**src/hdl/thr_pkg.sv**
```systemverilog
// ----------------------------------------------------------------------------
// thr_pkg: shared types and constants of the timestamped history ring
// Holds field widths, opcode and status codes, the command item passed from
// the front end to the back end, and the back end state encoding.
// ----------------------------------------------------------------------------
package thr_pkg;

    // Field widths of the item and result channels.
    localparam int OP_W     = 2;
    localparam int TIME_W   = 32;
    localparam int VAL_W    = 32;
    localparam int IDX_W    = 10;
    localparam int STATUS_W = 3;
    localparam int COUNT_W  = 11;

    // Configuration port.
    localparam int CFG_IDX_W  = 1;
    localparam int CFG_DATA_W = 32;
    localparam logic [CFG_IDX_W-1:0] CFG_RETENTION = 1'b0;
    localparam logic [CFG_IDX_W-1:0] CFG_INTERVAL  = 1'b1;
    localparam logic [CFG_DATA_W-1:0] RETENTION_RESET = 32'd2592000;
    localparam logic [CFG_DATA_W-1:0] INTERVAL_RESET  = 32'd21600;

    // Default store depth and the time that a valid clock must exceed.
    localparam int CAPACITY_DEFAULT = 1024;
    localparam logic [TIME_W-1:0] CLOCK_VALID_MIN = 32'd1000000000;

    // Depth of the command queue between front and back end.
    localparam int QUEUE_DEPTH = 2;

    typedef enum logic [OP_W-1:0] {
        OP_ADD     = 2'd0,
        OP_READ    = 2'd1,
        OP_CLEAR   = 2'd2,
        OP_RESTORE = 2'd3
    } t_opcode;

    typedef enum logic [STATUS_W-1:0] {
        ST_DONE  = 3'd0,
        ST_CLOCK = 3'd1,
        ST_SOON  = 3'd2,
        ST_RANGE = 3'd3,
        ST_FULL  = 3'd4
    } t_status;

    // Command kinds after classification in the front end.
    typedef enum logic [2:0] {
        K_ADD,
        K_BAD_CLOCK,
        K_READ,
        K_CLEAR,
        K_RESTORE
    } t_cmd_kind;

    typedef struct packed {
        t_cmd_kind          kind;
        logic [TIME_W-1:0]  now;
        logic [VAL_W-1:0]   value;
        logic [IDX_W-1:0]   idx;
    } t_cmd;

    typedef enum logic [3:0] {
        S_IDLE,
        S_DISPATCH,
        S_PRUNE_RD,
        S_PRUNE_CHK,
        S_LAST_RD,
        S_LAST_CHK,
        S_APPEND,
        S_READ_WAIT,
        S_RESULT
    } t_back_state;

endpackage

```
**src/hdl/thr_queue.sv**
```systemverilog
// ----------------------------------------------------------------------------
// thr_queue: short command queue
// Decouples the front end from the back end so that each can stall alone.
// ----------------------------------------------------------------------------
module thr_queue (
    input  logic          i_clk,
    input  logic          i_rst_n,
    input  logic          i_push_valid,
    output logic          o_push_ready,
    input  thr_pkg::t_cmd i_push_cmd,
    output logic          o_pop_valid,
    input  logic          i_pop_ready,
    output thr_pkg::t_cmd o_pop_cmd
);
    import thr_pkg::*;

    localparam int PTR_W = (QUEUE_DEPTH > 1) ? $clog2(QUEUE_DEPTH) : 1;
    localparam int FILL_W = $clog2(QUEUE_DEPTH + 1);

    t_cmd              r_slots [QUEUE_DEPTH];
    logic [PTR_W-1:0]  r_wr_ptr;
    logic [PTR_W-1:0]  r_rd_ptr;
    logic [FILL_W-1:0] r_fill;
    logic              push;
    logic              pop;

    assign o_push_ready = (r_fill != FILL_W'(QUEUE_DEPTH));
    assign o_pop_valid  = (r_fill != '0);
    assign push         = i_push_valid && o_push_ready;
    assign pop          = o_pop_valid && i_pop_ready;
    assign o_pop_cmd    = r_slots[r_rd_ptr];

    // Pointers and fill level, wrapping at the queue depth.
    always_ff @(posedge i_clk) begin
        if (!i_rst_n) begin
            r_wr_ptr <= '0;
            r_rd_ptr <= '0;
            r_fill   <= '0;
        end else begin
            if (push) begin
                r_wr_ptr <= (r_wr_ptr == PTR_W'(QUEUE_DEPTH - 1)) ? '0 : r_wr_ptr + PTR_W'(1);
            end
            if (pop) begin
                r_rd_ptr <= (r_rd_ptr == PTR_W'(QUEUE_DEPTH - 1)) ? '0 : r_rd_ptr + PTR_W'(1);
            end
            if (push && !pop) begin
                r_fill <= r_fill + FILL_W'(1);
            end else if (pop && !push) begin
                r_fill <= r_fill - FILL_W'(1);
            end
        end
    end

    // Slot storage.
    always_ff @(posedge i_clk) begin
        if (push) begin
            r_slots[r_wr_ptr] <= i_push_cmd;
        end
    end
endmodule

```
**config.mk**
```make
export PLATFORM = sky130hd
export DESIGN_NAME = thr_queue
export DESIGN_NICKNAME = d
export VERILOG_FILES = /design/src/hdl/thr_pkg.sv /design/src/hdl/thr_queue.sv
export SDC_FILE = /design/constraint.sdc
export NUM_CORES = 1
export LEC_CHECK = 0
export BUFFER_PORTS_ARGS = -buffer_cell sky130_fd_sc_hd__buf_2
export CAP_MARGIN = 20
export CORE_ASPECT_RATIO = 0.7
export CORE_MARGIN = 2
export CORE_UTILIZATION = 35
export CTS_BUF_LIST = sky130_fd_sc_hd__clkbuf_8
export DETAILED_ROUTE_END_ITERATION = 10
export HOLD_SLACK_MARGIN = 0.1
export PLACE_DENSITY = 0.59
export SYNTH_ARGS = -nofsm -noshare
export SYNTH_HDL_FRONTEND = slang
export SYNTH_SLANG_ARGS = --single-unit
```
**constraint.sdc**
```tcl
create_clock -name i_clk -period 4 [get_ports i_clk]
set_input_delay 0 -clock i_clk [delete_from_list [all_inputs] [get_ports i_clk]]
set_output_delay 0 -clock i_clk [all_outputs]
set_load 0.02 [all_outputs]
```
==> flow_summary.ini <==
[detailed_routing]
drc = 0
wl_per_cell_um = 15.5
postRouteAntennaNets = 0
drt_wl_total_um = 11700
drt-initial-drc-count = 136
via_per_inst = 4.34
vias = 3285
first_pass_iters = 4

[floorplan]
start_util_pct = 36.0
pin_count = 160
die_w_um = 159
coreArea_um2 = 16400
chipHeight_um = 113
dieArea_um2 = 18000
rows = 39

[timing]
slew-limit-headroom_pct = 32.5
period_minus_slack_ps = 2440
worst_slack_ps = 1560
min_period_over_period_pct = 60.9
setup_violations = 0
fmax_ghz = 0.410
drv_slew = 0
hold_viol_final = 0
skew_ps = 12.0
worstMarginPinSlew_ps = 1010
rsz0062_at_grt = no
setup_tns_ps = 0

[worst_hold_path]
min_path_type = in2reg

[synthesis]
syn_area_um2 = 5920
ys_seq_elements = 159
synth_nets = 346
yosysSeqAreaShare_pct = 79.8
syn_inst = 264
yosys_warnings = 0
avgSynthCellArea_um2 = 22.4
synthDistinctLibCells = 22

[flow_run]
timing.max_cap.violations = 0

[clock_tree]
cts_tree = done
ctsHtreeMaxLevel = 4
cts_root_buf = clkbuf_8
clock-sinks = 159
path_clk_slew_ps = 80
clockBufferDepth = 2
clkLatencyLatePin_ps = 450
cts_resized = 0
numCtsBuffers = 17

[worst_setup_path]
critPathLaunchType = register
path_cells = buf_4 > mux2_2 > buf_2
crit_path_max_fanout = 65
path_class = reg2out
arrival_ps = 2440
max_stage_delay_ps = 1010
critPathSlowestCell = dfxtp_4
critPathBufInv = 2
crit_family = flip-flops
cp_data_required_time_ps = 4000
worst_setup_path_end_kind = output port

[placement]
dp_hpwl_um = 7180
place_ws_ps = 1970
dpl-instance-area_um2 = 6960
io_buffers = 159
gp_congestion = 0.741

[pwr]
ir_drop_v = 0.000345
p_per_area_nw_per_um2 = 576
leakagePower_nw = 3.11

[global_route]
grt_max_degree = 78
grt_pass1_vias = 3690
antenna_found_initial = 1
grt_pass1_wl_um = 18500
grt_overflow = 0
track_usage_pct = 13.6

[finish]
fin_nets = 600
multi_input_area_um2 = 1120
regArea_um2 = 4730
syn2layout_area_growth_pct = 38.2
drive_gt1_share_pct = 52.0
n_fill_cell = 1373
final_util_pct = 49.7
stdcell_area_um2 = 8180

[outcome]
status = finished, final reports clean
-- kinds of logic after synthesis --
kind of cell             Yosys count  synth area share [%]
AO/OA/AOI/OAI                      5                 0.592
XOR/XNOR                           3                 0.444
adder cells (fa/ha/maj)            1                 0.211
buffers and inverters             10                  1.25
flip-flops                       159                  79.8
multiplexers                      77                  16.6
AND/OR/NAND/NOR                    9                  1.10
-- path summary, 6_finish.rpt --
path / slack, ps / end / startpoint / depth (start not counted)
setup / recovery: 1560 / o_pop_cmd[57] / register / 3
hold / removal: 280 / r_slots[0][70]$_DFFE_PP_ / i_push_cmd[70] / 2
setup reg to reg: 2030 / r_slots[0][43]$_DFFE_PP_ / r_fill[0]$_SDFFE_PN0P_ / 4
hold reg to reg: 560 / r_fill[1]$_SDFFE_PN0P_ / r_fill[1]$_SDFFE_PN0P_ / 2
-- layout by cell type (no fill, tap or decap), types with 2 or more instances in the layout --
cell type / n
buf_2: 159
edfxtp_1: 154
dlygate4sd3_1: 81
mux2_2: 47
mux2_4: 30
clkbuf_8: 17
clkinv_2: 5
and2_1: 4
dfxtp_1: 4
clkinvlp_4: 3
inv_6: 3
buf_4: 3
xnor2_1: 2
bufinv_16: 2
-- per-layer routing --
layer,up-vias,track usage (%),part of all wire [%]
met1,1595,17.0,47
met3,11,5.94,7.6
met5,-,0,0
met2,122,20.9,44
li1,1557,-,-
met4,0,5.70,1.4
-- sequential cells by signal, summed over array words and instances (netlist names), named ones only --
| register | count |
|---|---|
| r_wr_ptr | 1 |
| r_fill | 2 |
| r_slots | 154 |
| r_rd_ptr | 1 |
-- area by class of cell --
type	instances	area share, %
sequential	159	57.8
inverter	1	0.0612
clock buffer	17	2.86
antenna	1	0.0306
clock inverter	15	1.78
tap	225	3.44
multi-input combinational	95	13.7
timing repair buffer	244	20.3
-- synthesized netlist by cell type --
| cell | n | area share [%] |
|---|---|---|
| ha_1 | 1 | 0.21 |
| buf_2 | 4 | 0.34 |
| inv_1 | 1 | 0.063 |
| dfxtp_1 | 5 | 1.7 |
| xor2_1 | 1 | 0.15 |
| clkbuf_2 | 1 | 0.085 |
| o21ai_0 | 1 | 0.085 |
| a21boi_1 | 1 | 0.13 |
| nand2b_4 | 1 | 0.23 |
| a21boi_0 | 1 | 0.13 |
| xnor2_1 | 2 | 0.30 |
| a21bo_2 | 1 | 0.17 |
| and3_1 | 1 | 0.11 |
| o21ai_1 | 1 | 0.085 |
| mux2_2 | 47 | 8.9 |
| and2_1 | 4 | 0.42 |
| mux2_4 | 30 | 7.6 |
| or3_1 | 1 | 0.11 |
| or2_2 | 1 | 0.11 |
| nand3b_1 | 1 | 0.13 |
| buf_6 | 4 | 0.76 |
| edfxtp_1 | 154 | 78 |
-- power by group --
part / switching [W] / internal (W) / total (W)
Sequential: 0.000161 / 0.00208 / 0.00224
Combinational: 0.000698 / 0.000630 / 0.00133
Clock: 0.000590 / 0.000551 / 0.00114
-- metrics by stage --
| stage | hold WS (ps) | power [W] | instances |
|---|---|---|---|
| 2_1_floorplan | 98.9 | 0.00316 | 264 |
| 3_3_place_gp | 187 | 0.00353 | 642 |
| 3_5_place_dp | 191 | 0.00356 | 642 |
| 4_1_cts | 235 | 0.00477 | 755 |
| 5_1_grt | 239 | 0.00494 | 756 |
| 6_report | 276 | 0.00471 | 757 |
-- timing repair --
item | CTS | global route
hold buffers | 81 | 0
hold endpoints to repair | 159 | 0
setup endpoints to repair | 0 | 0
buffers inserted | 0 | 0
No activity file was read; power rests on OpenSTA's default activity.
