[src/hdl/thr_pkg.sv]
// ----------------------------------------------------------------------------
// thr_pkg: shared types and constants of the timestamped history ring
// Holds field widths, opcode and status codes, the command item passed from
// the front end to the back end, and the back end state encoding.
// ----------------------------------------------------------------------------
package thr_pkg;

    // Field widths of the item and result channels.
    localparam int OP_W     = 2;
    localparam int TIME_W   = 32;
    localparam int VAL_W    = 32;
    localparam int IDX_W    = 10;
    localparam int STATUS_W = 3;
    localparam int COUNT_W  = 11;

    // Configuration port.
    localparam int CFG_IDX_W  = 1;
    localparam int CFG_DATA_W = 32;
    localparam logic [CFG_IDX_W-1:0] CFG_RETENTION = 1'b0;
    localparam logic [CFG_IDX_W-1:0] CFG_INTERVAL  = 1'b1;
    localparam logic [CFG_DATA_W-1:0] RETENTION_RESET = 32'd2592000;
    localparam logic [CFG_DATA_W-1:0] INTERVAL_RESET  = 32'd21600;

    // Default store depth and the time that a valid clock must exceed.
    localparam int CAPACITY_DEFAULT = 1024;
    localparam logic [TIME_W-1:0] CLOCK_VALID_MIN = 32'd1000000000;

    // Depth of the command queue between front and back end.
    localparam int QUEUE_DEPTH = 2;

    typedef enum logic [OP_W-1:0] {
        OP_ADD     = 2'd0,
        OP_READ    = 2'd1,
        OP_CLEAR   = 2'd2,
        OP_RESTORE = 2'd3
    } t_opcode;

    typedef enum logic [STATUS_W-1:0] {
        ST_DONE  = 3'd0,
        ST_CLOCK = 3'd1,
        ST_SOON  = 3'd2,
        ST_RANGE = 3'd3,
        ST_FULL  = 3'd4
    } t_status;

    // Command kinds after classification in the front end.
    typedef enum logic [2:0] {
        K_ADD,
        K_BAD_CLOCK,
        K_READ,
        K_CLEAR,
        K_RESTORE
    } t_cmd_kind;

    typedef struct packed {
        t_cmd_kind          kind;
        logic [TIME_W-1:0]  now;
        logic [VAL_W-1:0]   value;
        logic [IDX_W-1:0]   idx;
    } t_cmd;

    typedef enum logic [3:0] {
        S_IDLE,
        S_DISPATCH,
        S_PRUNE_RD,
        S_PRUNE_CHK,
        S_LAST_RD,
        S_LAST_CHK,
        S_APPEND,
        S_READ_WAIT,
        S_RESULT
    } t_back_state;

endpackage

[src/hdl/thr_in_if.sv]
// ----------------------------------------------------------------------------
// thr_in_if: item channel of the timestamped history ring
// Carries one operation request with a valid/ready handshake.
// ----------------------------------------------------------------------------
interface thr_in_if;
    import thr_pkg::*;

    logic                valid;
    logic                ready;
    logic [OP_W-1:0]     opcode;
    logic [TIME_W-1:0]   now_seconds;
    logic [VAL_W-1:0]    sample_value;
    logic [IDX_W-1:0]    entry_index;

    modport source (
        output valid, opcode, now_seconds, sample_value, entry_index,
        input  ready
    );

    modport sink (
        input  valid, opcode, now_seconds, sample_value, entry_index,
        output ready
    );
endinterface

[src/hdl/thr_front.sv]
// ----------------------------------------------------------------------------
// thr_front: item intake and classification
// Accepts items, checks the clock of add requests and registers one
// classified command for the queue.
// ----------------------------------------------------------------------------
module thr_front (
    input  logic          i_clk,
    input  logic          i_rst_n,
    thr_in_if.sink        i_item,
    output logic          o_cmd_valid,
    input  logic          i_cmd_ready,
    output thr_pkg::t_cmd o_cmd
);
    import thr_pkg::*;

    logic r_valid;
    t_cmd r_cmd;
    t_cmd n_cmd;
    logic accept;

    // The stage takes a new item when it is empty or drains this cycle.
    assign i_item.ready = !r_valid || i_cmd_ready;
    assign accept       = i_item.valid && i_item.ready;

    // Classify the request; an add with an invalid clock becomes its own kind.
    always_comb begin
        n_cmd.now   = i_item.now_seconds;
        n_cmd.value = i_item.sample_value;
        n_cmd.idx   = i_item.entry_index;
        case (t_opcode'(i_item.opcode))
            OP_ADD: begin
                n_cmd.kind = (i_item.now_seconds > CLOCK_VALID_MIN) ? K_ADD : K_BAD_CLOCK;
            end
            OP_READ:    n_cmd.kind = K_READ;
            OP_CLEAR:   n_cmd.kind = K_CLEAR;
            OP_RESTORE: n_cmd.kind = K_RESTORE;
            default:    n_cmd.kind = K_CLEAR;
        endcase
    end

    // Valid flag of the stage.
    always_ff @(posedge i_clk) begin
        if (!i_rst_n) begin
            r_valid <= 1'b0;
        end else if (accept) begin
            r_valid <= 1'b1;
        end else if (i_cmd_ready) begin
            r_valid <= 1'b0;
        end
    end

    // Command payload.
    always_ff @(posedge i_clk) begin
        if (accept) begin
            r_cmd <= n_cmd;
        end
    end

    assign o_cmd_valid = r_valid;
    assign o_cmd       = r_cmd;
endmodule

[src/flat_wrapper.sv]
// flat-port wrapper written by rule: the top's interface ports become plain ports
module thr_front_flat import thr_pkg::*;
  (i_clk, i_rst_n, o_cmd_valid, i_cmd_ready, o_cmd, i_item_valid, i_item_opcode, i_item_now_seconds, i_item_sample_value, i_item_entry_index, i_item_ready);
  thr_in_if i_item_i ();
  input  logic i_clk;
  input  logic i_rst_n;
  output logic o_cmd_valid;
  input  logic i_cmd_ready;
  output thr_pkg::t_cmd o_cmd;
  input wire logic [$bits(i_item_i.valid)-1:0] i_item_valid;
  input wire logic [$bits(i_item_i.opcode)-1:0] i_item_opcode;
  input wire logic [$bits(i_item_i.now_seconds)-1:0] i_item_now_seconds;
  input wire logic [$bits(i_item_i.sample_value)-1:0] i_item_sample_value;
  input wire logic [$bits(i_item_i.entry_index)-1:0] i_item_entry_index;
  output wire logic [$bits(i_item_i.ready)-1:0] i_item_ready;
  assign i_item_i.valid = i_item_valid;
  assign i_item_i.opcode = i_item_opcode;
  assign i_item_i.now_seconds = i_item_now_seconds;
  assign i_item_i.sample_value = i_item_sample_value;
  assign i_item_i.entry_index = i_item_entry_index;
  assign i_item_ready = i_item_i.ready;
  thr_front u_core (.i_clk(i_clk), .i_rst_n(i_rst_n), .i_item(i_item_i), .o_cmd_valid(o_cmd_valid), .i_cmd_ready(i_cmd_ready), .o_cmd(o_cmd));
endmodule
[config.mk]
export PLATFORM = sky130hd
export DESIGN_NAME = thr_front_flat
export DESIGN_NICKNAME = d
export VERILOG_FILES = /design/src/hdl/thr_pkg.sv /design/src/hdl/thr_in_if.sv /design/src/hdl/thr_front.sv /design/src/flat_wrapper.sv
export SDC_FILE = /design/constraint.sdc
export NUM_CORES = 1
export LEC_CHECK = 0
export BUFFER_PORTS_ARGS = -buffer_cell sky130_fd_sc_hd__buf_4
export CORE_AREA = 2 2 79 81
export DETAILED_ROUTE_END_ITERATION = 7
export DIE_AREA = 0 0 81 83
export PLACE_DENSITY = 0.81
export SETUP_SLACK_MARGIN = 0.5
export SLEW_MARGIN = 15
export SYNTH_ARGS = -nofsm -noshare
export SYNTH_HDL_FRONTEND = slang
export SYNTH_SLANG_ARGS = --single-unit
[constraint.sdc]
create_clock -name i_clk -period 4.9 [get_ports i_clk]
set_input_delay 0.245 -clock i_clk [delete_from_list [all_inputs] [get_ports i_clk]]
set_output_delay 0.245 -clock i_clk [all_outputs]
set_load 0.1 [all_outputs]
==> impl_metrics.env <==
export IMPL_status="complete, no violations"
export IMPL_cts_max_path_buffers=2
export IMPL_slowest_delay_ns=0.80
export IMPL_min_period_ns=1.648
export IMPL_ioPinCount=159
export IMPL_finalMaxSlewViolations=0
export IMPL_layout_drive_gt1_share_pct=61.05
export IMPL_crit_path_start_kind="flip-flop"
export IMPL_ant_nets=0
export IMPL_post_cts_buffers=0
export IMPL_num_vias=1707
export IMPL_final_cells=360
export IMPL_power_switching_mw=0.5755
export IMPL_crit_path_end_kind="flip-flop"
export IMPL_hold_path_class="in -> reg"
export IMPL_critPathRequiredTime_ns=4.85
export IMPL_synthesis_instances=111
export IMPL_relSlewSlack_pct=33.41
export IMPL_cts_buffers=9
export IMPL_synth_distinct_cells=22
export IMPL_worst_slew_pin_slew_ns=0.9989
export IMPL_setup_viol=0
export IMPL_ys_ff_latch=78
export IMPL_cts_root_buffer="clkbuf_8"
export IMPL_seqPwrFrac_pct=45.5
export IMPL_die_x_um=81
export IMPL_grt_use_total_pct=20.61
export IMPL_met2_usage_pct=37.19
export IMPL_path_cells="nand2b_1 > and2_4"
export IMPL_clock_latency_ns=0.34
export IMPL_p_leak_nw=1.702
export IMPL_grt_max_degree=78
export IMPL_grt_use_met3_pct=10.33
export IMPL_pwr_share_clk_pct=30.4
export IMPL_core_um2=5816
export IMPL_critPathKind="reg -> reg"
export IMPL_drc=0
export IMPL_rows=28
export IMPL_p_per_area_nw_per_um2=428.4
export IMPL_met1_usage_pct=19.35
export IMPL_cts_hold_buf=0
export IMPL_maxCapViolCount=0
export IMPL_routedWlPerCell_um=19.61
export IMPL_avgSynthCellArea_um2=23.00
export IMPL_synth_area_um2=2552
export IMPL_peakVddDrop_mv=0.2278
export IMPL_ctsResizeCount=0
export IMPL_nets=363
export IMPL_antenna_found_initial=0
export IMPL_clkSinkCount=78
export IMPL_grt_overflow=0
export IMPL_sw_frac_of_total_pct=33.12
export IMPL_drtIter0Drc=175
export IMPL_final_util_pct=69.75
export IMPL_layout_area_overhead_vs_synth_pct=58.92
export IMPL_cts_tree="done"
export IMPL_viasPerCell=4.742
export IMPL_critical_path_slowest_cell="and2_4"
export IMPL_clock_skew_ns=0.009046
export IMPL_hold_viol_final=0
export IMPL_place_gp_congestion=0.7735
export IMPL_rsz0062_at_grt="false"
export IMPL_die_y_um=83
export IMPL_crit_arrival_ns=1.60
export IMPL_initial_utilization_pct=43.89
export IMPL_fin_crit_sh_pct=33.63
export IMPL_finalWirelength_um=7060
export IMPL_placedCellCount=344
export IMPL_synth_seq_area_share_pct=91.37
export IMPL_dieArea_um2=6723
export IMPL_combPwrFrac_pct=24.0
export IMPL_fmax_ghz=0.6069
export IMPL_diodes=0
export IMPL_syn_num_nets=194
export IMPL_grt_pass1_wl_um=9798
export IMPL_crit_path_max_fanout=77
export IMPL_grt_pass1_vias=1776
export IMPL_clkTransAtPathRegs_ns=0.09
export IMPL_crit_buf_inv=0
export IMPL_dr_pass1_iters=4
export IMPL_finalSetupTns_ns=0
export IMPL_synth_warnings=0
export IMPL_dp_hpwl_um=5376
export IMPL_htreeDepth=3
export IMPL_intPower_mw=1.162
export IMPL_grt_busiest_layer="met2"
export IMPL_crit_family="simple AND/OR/NAND/NOR gates"
export IMPL_portBuffers=158
==> logic make-up (layout without fill, tap and decap cells) <==
| group | count (synthesis) | in the layout | synth area share, % |
|---|---|---|---|
| AO/OA/AOI/OAI | 9 | 9 | 2.451 |
| adder cells (fa/ha/maj) | 3 | 3 | 1.471 |
| buffers and inverters | 4 | 178 | 0.5881 |
| flip-flops | 78 | 78 | 91.37 |
| AND/OR/NAND/NOR | 17 | 17 | 4.118 |
==> sequential cells by signal, indices dropped and copies added (netlist names) <==
register,flops
u_core.o_cmd,77
u_core.o_cmd_valid,1
==> synth_stat cells <==
cell	instances	area, µm²
o21ai_0	2	10.01
nand3_1	3	15.01
nor2_1	2	7.510
dfxtp_1	1	20.02
inv_1	4	15.01
edfxtp_1	77	2312
a21boi_0	1	7.510
o32a_1	1	10.01
a211oi_1	1	7.510
nand2b_1	1	6.260
nand4_1	2	12.51
ha_1	3	37.54
nand2_1	1	3.750
nor4b_1	1	8.760
or4_1	2	15.01
o21a_1	1	7.510
o31ai_1	2	15.01
nor4_1	2	12.51
and3b_1	1	8.760
and2_1	1	6.260
a21oi_1	1	5.000
nand4b_1	1	8.760
==> area by class of cell <==
class                           count  area, µm²
Tap cell                           75      93.84
Fill cell                         390       1759
Sequential cell                    78       2332
Inverter                            4      15.01
Multi-Input combinational cell     29      207.7
Clock inverter                      6      93.84
Clock buffer                       10      127.6
Timing Repair Buffer              158       1186
==> metal layers <==
| metal | up-vias | part of all wire, % |
|---|---|---|
| li1 | 786 | - |
| met1 | 822 | 32 |
| met2 | 87 | 54 |
| met3 | 12 | 11 |
| met4 | 0 | 2.3 |
| met5 | - | 0 |
==> power groups by stage <==
stage / Clock [mW] / Sequential, mW / Combinational, mW
2_1_floorplan: 0 / 1.08 / 0.0212
3_3_place_gp: 0 / 0.805 / 0.413
3_5_place_dp: 0 / 0.807 / 0.419
4_1_cts: 0.533 / 0.792 / 0.419
5_1_grt: 0.566 / 0.795 / 0.426
6_report: 0.529 / 0.791 / 0.417
==> final timing paths <==
path	startpoint	end	slack [ns]	cells after the start
max	u_core.o_cmd_valid	u_core.o_cmd[3]	3.25	2
min	i_item_sample_value[25]	u_core.o_cmd[35]	0.08	1
min reg2reg	u_core.o_cmd_valid	u_core.o_cmd_valid	0.55	2
max reg2reg	u_core.o_cmd_valid	u_core.o_cmd[3]	3.25	2
==> stage by stage <==
step / power (mW) / instance area, µm² / hold WS [ns] / worst slack (ns)
2_1_floorplan: 1.104 / 2552 / 0.3439 / 0.9820
3_3_place_gp: 1.218 / 3835 / 0.4230 / 3.002
3_5_place_dp: 1.225 / 3835 / 0.4246 / 2.933
4_1_cts: 1.744 / 4056 / 0.06945 / 3.286
5_1_grt: 1.787 / 4056 / 0.04697 / 3.170
6_report: 1.738 / 4056 / 0.07666 / 3.252
==> cell usage in the layout, fill, tap and decap left out, types with 2 or more instances in the layout <==
cell,count
nor2_1,2
nand3_1,3
o31ai_1,2
edfxtp_1,77
buf_4,158
inv_1,4
clkbuf_8,9
or4_1,2
inv_6,2
nor4_1,2
bufinv_16,2
o21ai_0,2
ha_1,3
nand4_1,2
(Power assumes the default switching activity.)
